**src/rtl/core/csg_pkg.sv**
```systemverilog
// Shared types, widths and constants of the CORDIC sine sample generator.
`default_nettype none
package csg_pkg;

   localparam int AMP_W   = 16;
   localparam int PHASE_W = 24;
   localparam int SAMP_W  = 16;
   localparam int VEC_W   = 25;
   localparam int ANG_W   = 24;
   localparam int ATAN_W  = 22;
   localparam int RESID_W = 22;
   localparam int SUM_W   = 27;

   localparam int TABLE_LEN         = 22;
   localparam int DEFAULT_ITERATIONS = 20;

   localparam logic [ATAN_W-1:0] ATAN_TABLE [TABLE_LEN] = '{
      22'd2097152, 22'd1238021, 22'd654136, 22'd332050, 22'd166669, 22'd83416,
      22'd41718,   22'd20860,   22'd10430,  22'd5215,   22'd2608,   22'd1304,
      22'd652,     22'd326,     22'd163,    22'd81,     22'd41,     22'd20,
      22'd10,      22'd5,       22'd3,      22'd1
   };

   localparam logic [1:0] QUAD_0   = 2'd0;
   localparam logic [1:0] QUAD_90  = 2'd1;
   localparam logic [1:0] QUAD_180 = 2'd2;
   localparam logic [1:0] QUAD_270 = 2'd3;

   localparam logic signed [SUM_W-1:0] SAT_LIMIT = SUM_W'(8388608);
   localparam logic [SAMP_W-1:0] SAT_NEG = 16'h8001;
   localparam logic [SAMP_W-1:0] SAT_POS = 16'h7fff;

   typedef struct packed {
      logic signed [VEC_W-1:0] c;
      logic signed [VEC_W-1:0] s;
      logic signed [ANG_W-1:0] z;
   } csg_vec_type;

endpackage
`default_nettype wire

```
**src/rtl/core/csg_prep.sv**
```systemverilog
// Input stage: amplitude widening and quadrant start vector selection.
`default_nettype none
module csg_prep
   import csg_pkg::*;
(
   input  wire logic                 clock,
   input  wire logic                 reset,
   input  wire logic                 in_valid,
   output logic                      in_ready,
   input  wire logic [AMP_W-1:0]     amplitude,
   input  wire logic [PHASE_W-1:0]   phase_angle,
   output logic                      out_valid,
   input  wire logic                 out_ready,
   output csg_vec_type               out_vec
);

   logic        valid_ff;
   csg_vec_type vec_ff;
   csg_vec_type vec_in;
   logic signed [VEC_W-1:0] a_pos;
   logic signed [VEC_W-1:0] a_neg;

   assign in_ready  = !valid_ff || out_ready;
   assign out_valid = valid_ff;
   assign out_vec   = vec_ff;

   always_comb begin
      a_pos = signed'({3'b000, amplitude, amplitude[AMP_W-1:AMP_W-6]});
      a_neg = -a_pos;
      vec_in.z = signed'({{(ANG_W-RESID_W){1'b0}}, phase_angle[RESID_W-1:0]});
      unique case (phase_angle[PHASE_W-1:PHASE_W-2])
         QUAD_0: begin
            vec_in.c = a_pos;
            vec_in.s = '0;
         end
         QUAD_90: begin
            vec_in.c = '0;
            vec_in.s = a_pos;
         end
         QUAD_180: begin
            vec_in.c = a_neg;
            vec_in.s = '0;
         end
         QUAD_270: begin
            vec_in.c = '0;
            vec_in.s = a_neg;
         end
         default: begin
            vec_in.c = '0;
            vec_in.s = '0;
         end
      endcase
   end

   always_ff @(posedge clock) begin
      if (reset) begin
         valid_ff <= 1'b0;
      end else if (in_ready) begin
         valid_ff <= in_valid;
      end
      if (in_ready && in_valid) begin
         vec_ff <= vec_in;
      end
   end

endmodule
`default_nettype wire

```
**src/rtl/core/csg_step.sv**
```systemverilog
// One registered CORDIC rotation step with a fixed shift and arctangent.
`default_nettype none
module csg_step
   import csg_pkg::*;
#(
   parameter int SHIFT = 0
)
(
   input  wire logic        clock,
   input  wire logic        reset,
   input  wire logic        in_valid,
   output logic             in_ready,
   input  wire csg_vec_type in_vec,
   output logic             out_valid,
   input  wire logic        out_ready,
   output csg_vec_type      out_vec
);

   localparam logic signed [ANG_W-1:0] ATAN_VAL =
      signed'({{(ANG_W-ATAN_W){1'b0}}, ATAN_TABLE[SHIFT]});

   logic        valid_ff;
   csg_vec_type vec_ff;
   csg_vec_type vec_in;
   logic signed [VEC_W-1:0] c_cur;
   logic signed [VEC_W-1:0] s_cur;
   logic signed [VEC_W-1:0] c_sh;
   logic signed [VEC_W-1:0] s_sh;

   assign in_ready  = !valid_ff || out_ready;
   assign out_valid = valid_ff;
   assign out_vec   = vec_ff;

   always_comb begin
      c_cur = in_vec.c;
      s_cur = in_vec.s;
      c_sh  = c_cur >>> SHIFT;
      s_sh  = s_cur >>> SHIFT;
      if (!in_vec.z[ANG_W-1]) begin
         vec_in.s = s_cur + c_sh;
         vec_in.c = c_cur - s_sh;
         vec_in.z = in_vec.z - ATAN_VAL;
      end else begin
         vec_in.s = s_cur - c_sh;
         vec_in.c = c_cur + s_sh;
         vec_in.z = in_vec.z + ATAN_VAL;
      end
   end

   always_ff @(posedge clock) begin
      if (reset) begin
         valid_ff <= 1'b0;
      end else if (in_ready) begin
         valid_ff <= in_valid;
      end
      if (in_ready && in_valid) begin
         vec_ff <= vec_in;
      end
   end

endmodule
`default_nettype wire

```
**src/rtl/core/csg_scale.sv**
```systemverilog
// Gain correction by shift-adds, saturation and the output register.
`default_nettype none
module csg_scale
   import csg_pkg::*;
(
   input  wire logic                     clock,
   input  wire logic                     reset,
   input  wire logic                     in_valid,
   output logic                          in_ready,
   input  wire logic signed [VEC_W-1:0]  in_s,
   output logic                          out_valid,
   input  wire logic                     out_ready,
   output logic [SAMP_W-1:0]             sample,
   output logic                          clipped
);

   logic                     sum_valid_ff;
   logic signed [SUM_W-1:0]  sum_ff;
   logic signed [SUM_W-1:0]  sum_in;
   logic signed [SUM_W-1:0]  s_ext;
   logic                     sum_ready;
   logic                     out_valid_ff;
   logic [SAMP_W-1:0]        sample_ff;
   logic [SAMP_W-1:0]        sample_in;
   logic                     clipped_ff;
   logic                     clipped_in;

   assign sum_ready = !out_valid_ff || out_ready;
   assign in_ready  = !sum_valid_ff || sum_ready;
   assign out_valid = out_valid_ff;
   assign sample    = sample_ff;
   assign clipped   = clipped_ff;

   always_comb begin
      s_ext  = SUM_W'(in_s);
      sum_in = s_ext + (s_ext >>> 3) + (s_ext >>> 4) + (s_ext >>> 6) + (s_ext >>> 7);
   end

   always_comb begin
      priority if (sum_ff <= -SAT_LIMIT) begin
         sample_in  = SAT_NEG;
         clipped_in = 1'b1;
      end else if (sum_ff >= SAT_LIMIT) begin
         sample_in  = SAT_POS;
         clipped_in = 1'b1;
      end else begin
         sample_in  = sum_ff[SAMP_W+7:8];
         clipped_in = 1'b0;
      end
   end

   always_ff @(posedge clock) begin
      if (reset) begin
         sum_valid_ff <= 1'b0;
         out_valid_ff <= 1'b0;
      end else begin
         if (in_ready) begin
            sum_valid_ff <= in_valid;
         end
         if (sum_ready) begin
            out_valid_ff <= sum_valid_ff;
         end
      end
      if (in_ready && in_valid) begin
         sum_ff <= sum_in;
      end
      if (sum_ready && sum_valid_ff) begin
         sample_ff  <= sample_in;
         clipped_ff <= clipped_in;
      end
   end

endmodule
`default_nettype wire

```
**src/rtl/core/cordic_sine_sample_generator_top.sv**
```systemverilog
// Top level of the pipelined CORDIC sine sample generator.
`default_nettype none
// Each beat on req carries an amplitude and a 24-bit phase and yields one
// saturated 16-bit sine sample on rsp. The block takes a new beat every clock
// cycle unless a stall on rsp has filled the pipeline; there is one register
// stage for the quadrant setup, one per CORDIC rotation, and two for gain
// correction and saturation. Each stage holds its beat while the next one is
// full, so a stall on rsp backs up the pipeline without loss, and empty stages
// still take new beats while a finished sample waits.
module cordic_sine_sample_generator_top
   import csg_pkg::*;
#(
   parameter int ITERATIONS = DEFAULT_ITERATIONS
)
(
   input  wire logic        clock,
   input  wire logic        reset,
   input  wire logic        req_tvalid,
   output logic             req_tready,
   input  wire logic [39:0] req_tdata,  // amplitude[15:0], phase_angle[39:16]
   output logic             rsp_tvalid,
   input  wire logic        rsp_tready,
   output logic [15:0]      rsp_tdata,  // sample[15:0]
   output logic [0:0]       rsp_tuser   // clipped[0]
);

   localparam int NSTEPS = (ITERATIONS > TABLE_LEN) ? TABLE_LEN : ITERATIONS;
   localparam int DEPTH  = NSTEPS + 3;
   localparam int CNT_W  = $clog2(DEPTH + 1);

   logic        valid [NSTEPS+1];
   logic        ready [NSTEPS+1];
   csg_vec_type vec   [NSTEPS+1];
   logic        sample_clipped;

   csg_prep u_prep (
      .clock       (clock),
      .reset       (reset),
      .in_valid    (req_tvalid),
      .in_ready    (req_tready),
      .amplitude   (req_tdata[AMP_W-1:0]),
      .phase_angle (req_tdata[AMP_W+PHASE_W-1:AMP_W]),
      .out_valid   (valid[0]),
      .out_ready   (ready[0]),
      .out_vec     (vec[0])
   );

   for (genvar i = 0; i < NSTEPS; i++) begin : g_step
      csg_step #(
         .SHIFT (i)
      ) u_step (
         .clock     (clock),
         .reset     (reset),
         .in_valid  (valid[i]),
         .in_ready  (ready[i]),
         .in_vec    (vec[i]),
         .out_valid (valid[i+1]),
         .out_ready (ready[i+1]),
         .out_vec   (vec[i+1])
      );
   end

   csg_scale u_scale (
      .clock     (clock),
      .reset     (reset),
      .in_valid  (valid[NSTEPS]),
      .in_ready  (ready[NSTEPS]),
      .in_s      (vec[NSTEPS].s),
      .out_valid (rsp_tvalid),
      .out_ready (rsp_tready),
      .sample    (rsp_tdata),
      .clipped   (sample_clipped)
   );

   assign rsp_tuser[0] = sample_clipped;

   logic [CNT_W-1:0] inflight_ff;
   logic [CNT_W-1:0] inflight_in;

   always_comb begin
      inflight_in = inflight_ff + CNT_W'(req_tvalid && req_tready)
                    - CNT_W'(rsp_tvalid && rsp_tready);
   end

   always_ff @(posedge clock) begin
      if (reset) begin
         inflight_ff <= '0;
      end else begin
         inflight_ff <= inflight_in;
      end
   end

   a_clip_value: assert property (@(posedge clock) disable iff (reset)
      rsp_tvalid && rsp_tuser[0] |-> rsp_tdata == SAT_POS || rsp_tdata == SAT_NEG)
      else $error("Clipped beat carries a value other than a saturation limit.");

   a_no_invented: assert property (@(posedge clock) disable iff (reset)
      rsp_tvalid |-> inflight_ff != '0)
      else $error("Result beat presented with no item in flight.");

   a_depth_bound: assert property (@(posedge clock) disable iff (reset)
      inflight_ff <= CNT_W'(DEPTH))
      else $error("More items in flight than pipeline stages.");

   a_full_blocks: assert property (@(posedge clock) disable iff (reset)
      inflight_ff == CNT_W'(DEPTH) && !rsp_tready |-> !req_tready)
      else $error("Input accepted while every stage holds a beat.");

endmodule
`default_nettype wire

```
**config.mk**
```make
export PLATFORM = sky130hd
export DESIGN_NAME = cordic_sine_sample_generator_top
export DESIGN_NICKNAME = d
export VERILOG_FILES = /design/src/rtl/core/csg_pkg.sv /design/src/rtl/core/csg_prep.sv /design/src/rtl/core/csg_step.sv /design/src/rtl/core/csg_scale.sv /design/src/rtl/core/cordic_sine_sample_generator_top.sv
export SDC_FILE = /design/constraint.sdc
export NUM_CORES = 2
export LEC_CHECK = 0
export ABC_CLOCK_PERIOD_IN_PS = 6400
export BUFFER_PORTS_ARGS = -buffer_cell sky130_fd_sc_hd__clkbuf_2
export CORE_MARGIN = 1
export CORE_UTILIZATION = 49
export CTS_BUF_LIST = sky130_fd_sc_hd__clkbuf_16
export CTS_CLUSTER_DIAMETER = 30
export DETAILED_ROUTE_END_ITERATION = 10
export MAX_ROUTING_LAYER = met4
export RECOVER_POWER = 100
export SYNTH_ARGS = -nofsm -noshare
export SYNTH_HDL_FRONTEND = slang
export SYNTH_HIERARCHICAL = 1
export SYNTH_SLANG_ARGS = --single-unit
```
**constraint.sdc**
```tcl
create_clock -name clock -period 6.4 [get_ports clock]
set_input_delay 0.64 -clock clock [delete_from_list [all_inputs] [get_ports clock]]
set_output_delay 0.64 -clock clock [all_outputs]
set_load 0.01 [all_outputs]
```
# After elaboration in Yosys (flattened, before gate mapping)
# Index checks and enable logic that the tools add are counted.
# op_classes
n_addsub	120
magnitude_cmp	2
eq_ne	3
n_mux	22
reduce_logical	71
# op_table
op	count
2-to-1 mux 74 bit	18
case mux 50 bit (4 select lines)	1
adder 25 x 10 -> 25 bit	2
adder 25 x 11 -> 25 bit	2
adder 25 x 12 -> 25 bit	2
adder 25 x 13 -> 25 bit	2
adder 25 x 14 -> 25 bit	2
adder 25 x 15 -> 25 bit	2
adder 25 x 16 -> 25 bit	2
adder 25 x 17 -> 25 bit	2
adder 25 x 18 -> 25 bit	2
adder 25 x 19 -> 25 bit	2
adder 25 x 20 -> 25 bit	2
adder 25 x 21 -> 25 bit	2
adder 25 x 22 -> 25 bit	2
adder 25 x 23 -> 25 bit	2
adder 25 x 24 -> 25 bit	2
adder 25 x 7 -> 25 bit	2
adder 25 x 8 -> 25 bit	2
adder 25 x 9 -> 25 bit	2
subtractor 25 x 10 -> 25 bit	2
subtractor 25 x 11 -> 25 bit	2
subtractor 25 x 12 -> 25 bit	2
subtractor 25 x 13 -> 25 bit	2
74 further kinds	155
# totals
register_bits	1570
inputBits	44
out_inout_bits	19
wordCells	306

# Longest topological paths before layout
# depth
depth_word	25
mapped_depth	24
mapped_depth_nobuf	24

# Cells and area by module
# The synthesis kept the hierarchy.
# modules_own_cells
module	n_inst	cells_per_inst	area_each_um2	seq_area_each_um2
csg_step (g_step[14].u_step)	1	732	6861.6	2242.2
csg_step (g_step[1].u_step)	1	719	6834.1	2242.2
csg_step (g_step[3].u_step)	1	747	6830.3	2242.2
csg_step (g_step[9].u_step)	1	718	6771.5	2242.2
csg_step (g_step[6].u_step)	1	709	6730.2	2242.2
csg_step (g_step[2].u_step)	1	720	6686.4	2242.2
csg_step (g_step[4].u_step)	1	707	6655.1	2242.2
csg_step (g_step[5].u_step)	1	698	6627.6	2242.2
csg_step (g_step[0].u_step)	1	742	6568.8	2212.1
csg_step (g_step[8].u_step)	1	688	6552.5	2242.2
csg_step (g_step[7].u_step)	1	656	6486.2	2242.2
csg_step (g_step[11].u_step)	1	671	6433.7	2242.2
csg_step (g_step[15].u_step)	1	668	6432.4	2242.2
csg_step (g_step[12].u_step)	1	675	6371.1	2242.2
+8 rows	-	-	-	-

# Worst setup path before layout
# Ideal clock, no wire load.
# synth_path
kind	input to register
from	input rsp_tready
to	register u_prep.vec_ff, in the netlist u_prep/out_vec[0], enable pin
setup_time_ns	0.580
arrival_ns	5.131
required_ns	5.820
path_slack_ns	0.688
stages	24
path_buffers	0
path_cell_list	nor2b_1 > nand2_1 > nand2b_1 > nand2b_1 > nand2b_1 > nand2b_1 > nand2b_1 > nand2b_1 > nand2b_1 > nand2b_1 > nand2b_1 > nand2b_1 > nand2b_1 > nand2b_1 > nand2b_1 > nand2b_1 > nand2b_1 > nand2b_1 > nand2b_1 > nand2b_1 > nand2b_1 > nand2b_1 > nand2b_1 > and2_1
# synth_rtl
element	line_no	source
start: declaration	cordic_sine_sample_generator_top.sv:22	input wire logic rsp_tready,
end signal: assignment	csg_prep.sv:62	vec_ff <= vec_in;
end: declaration	csg_prep.sv:18	csg_vec_type vec_ff;

==> results.txt <==
Area Overhead vs Synth: 11.7%
wire length per cell: 21.0 um
RSZ-0062 raised after global routing: no
Cell Area, Synth: 0.132 mm2
Final Net Count: 15570
crit share post-route: 93.5%
Die ar.: 0.271 mm2
Skew-Pair Late Insertion Delay: 0.91 ns
DR iter-0 viols: 7217
total gr overflow: 0
antenna violations before repair: 7
Num CTS Buffers: 353
Leakage: 59.2 nW
global-route track usage on met3: 3.10%
Fin Clk Skew: 0.0495 ns
post-route DRC violation count: 0
GRT met1 Usage: 33.1%
pre-CTS setup slack: 0.151 ns
vias in the first global route: 104147
Final min period: 5.98 ns
Worst-path clk slew: 0.05 ns
Max Clk Rate: 167 MHz
met2 Usage GRT: 48.3%
DP Wirelength: 298000 um
worst hold path class: input port to register
gr usage total: 27.6%
critical path required time: 5.76 ns
Root Buffer: clkbuf_16
fin. max-slew vios: 1898
TritonCTS clock tree: yes
most frequent cells in the layout: 1543 x a21oi_1, 1502 x edfxtp_1, 1443 x ha_1
DRT Pass-1 Iters: 7
syn_area_per_cell: 9.55 um2
# clock sinks: 1525
via density per instance: 5.94
Worst-Margin Slew: 4.09 ns
FILL cells: 23990
Worst path max stage delay: 0.32 ns
antenna-violating nets left: 0
Startpoint Class: register
Final Hold Viols: 0
overall power: 33.1 mW
Max Root-Sink Buffers: 4
most common cell after layout, fill and taps aside: a21oi_1
endpoint type of the worst setup path: primary output
number of endpoints failing setup at the final stage: 0
most used cell, CP: nand2b_1
WS Path Type: register to primary output
die width: 521 um
core area: 0.268 mm2
final design utilization: 55.0%
crit-path max FO: 3
I/O pin count: 63
Post-Route WL: 374000 um
Hold Slack: 0.107 ns
Die H: 521 um
crit path cell chain: nor2b_4 -> nand2_1 -> nand2b_1 -> nand2b_1 -> nand2b_1 -> nand2b_2 -> nand2b_4 -> nand2b_4 -> nand2b_1 -> nand2b_4 -> nand2b_4 -> nand2b_4 -> nand2b_1 -> nand2b_4 -> nand2b_1 -> nand2b_1 -> nand2b_1 -> nand2b_4 -> nand2b_1 -> nand2b_1 -> nand2b_1 -> nand2b_1 -> nand2b_4 -> clkbuf_1
RePlAce Congestion: 0.929
H-tree depth: 5
PwrDens: 225 mW/mm2
status: finished with violations
port bufs: 62
first-pass GRT wire length: 580000 um
GRT busiest layer: met2
synth warn: 6
layout cells sized above 1: 6.50%
CP Data Arrival Time: 5.34 ns
Vias: 105790
Worst Slack Setup Final: 0.416 ns
Max-slew headroom: -173%
Rows: 190
setup TNS: 0 ns
largest net degree at the start of global routing: 75
initial core utilization: 49.3%
Post-CTS Setup Bufs: 0
VDD IR max: 0.439 mV
Crit-path slowest cell: dfxtp_1
maxcap violations: 37
failing checks: capacitance limit, slew limit
Mapped Cells: 13815
-- area by class of cell --
cell class	instances	area [um2]	share of cell area [%]
tap	3552	4440	3.02
timing repair buffer	135	726	0.492
clock inverter	295	3280	2.23
antenna	7	17.5	0.0119
sequential	1525	45600	30.9
multi-input combinational	11190	81500	55.3
inverter	762	2860	1.94
clock buffer	357	8930	6.06
-- per-stage QoR --
step	instances	instance area, um2
after floorplan	13816	132000
after global placement	17142	136000
after detailed placement	17142	136000
after CTS	17816	148000
after global routing	17822	147000
final	17823	147000
-- state kept, by name (all words and copies together) (netlist names), 16 cells and up --
| register | cells |
|---|---|
| g_step.u_step/out_vec | 1386 |
| u_prep/out_vec | 72 |
| u_scale/sum_ff | 27 |
| g_step.u_step/out_valid | 20 |
| u_scale/sample | 16 |
-- layer usage --
metal,vias to the layer above,wire length (um)
li1,51801,-
met1,50950,161000
met2,2416,187000
met3,623,14800
met4,0,11700
met5,-,0
-- worst max-delay path, delay by kind of cell (launching register included) --
kind | cells | cell delay, ns
buf+inv | 1 | 0.14
flops | 1 | 0.32
simple gates | 23 | 3.99
-- worst paths after layout --
path / startpoint / endpoint / slack [ns] / cells past startpoint
setup / recovery: u_scale/out_valid$_SDFFE_PP0P_ / req_tready / 0.42 / 24
hold / removal: req_tvalid / u_prep/out_valid$_SDFFE_PP0N_ / 0.11 / 3
setup reg to reg: g_step[7].u_step/out_vec[23]$_DFFE_PP_ / g_step[8].u_step/out_vec[70]$_DFFE_PP_ / 0.50 / 10
hold reg to reg: g_step[1].u_step/out_vec[0]$_DFFE_PP_ / g_step[2].u_step/out_vec[0]$_DFFE_PP_ / 0.40 / 0
-- power by group --
| part | leakage [nW] | internal, mW | switching [mW] |
|---|---|---|---|
| Clock | 5.97 | 12.1 | 6.04 |
| Sequential | 13.8 | 11.2 | 0.239 |
| Combinational | 39.4 | 1.32 | 2.16 |
| Total | 59.2 | 24.7 | 8.43 |
-- what timing repair did --
| action | 4_1_cts | 5_1_grt |
|---|---|---|
| setup endpoints to repair | 1 | 1 |
| hold endpoints to repair | 22 | 0 |
| gates resized for setup | 9 | 4 |
| hold buffers | 22 | 0 |
(Power assumes the default switching activity.)
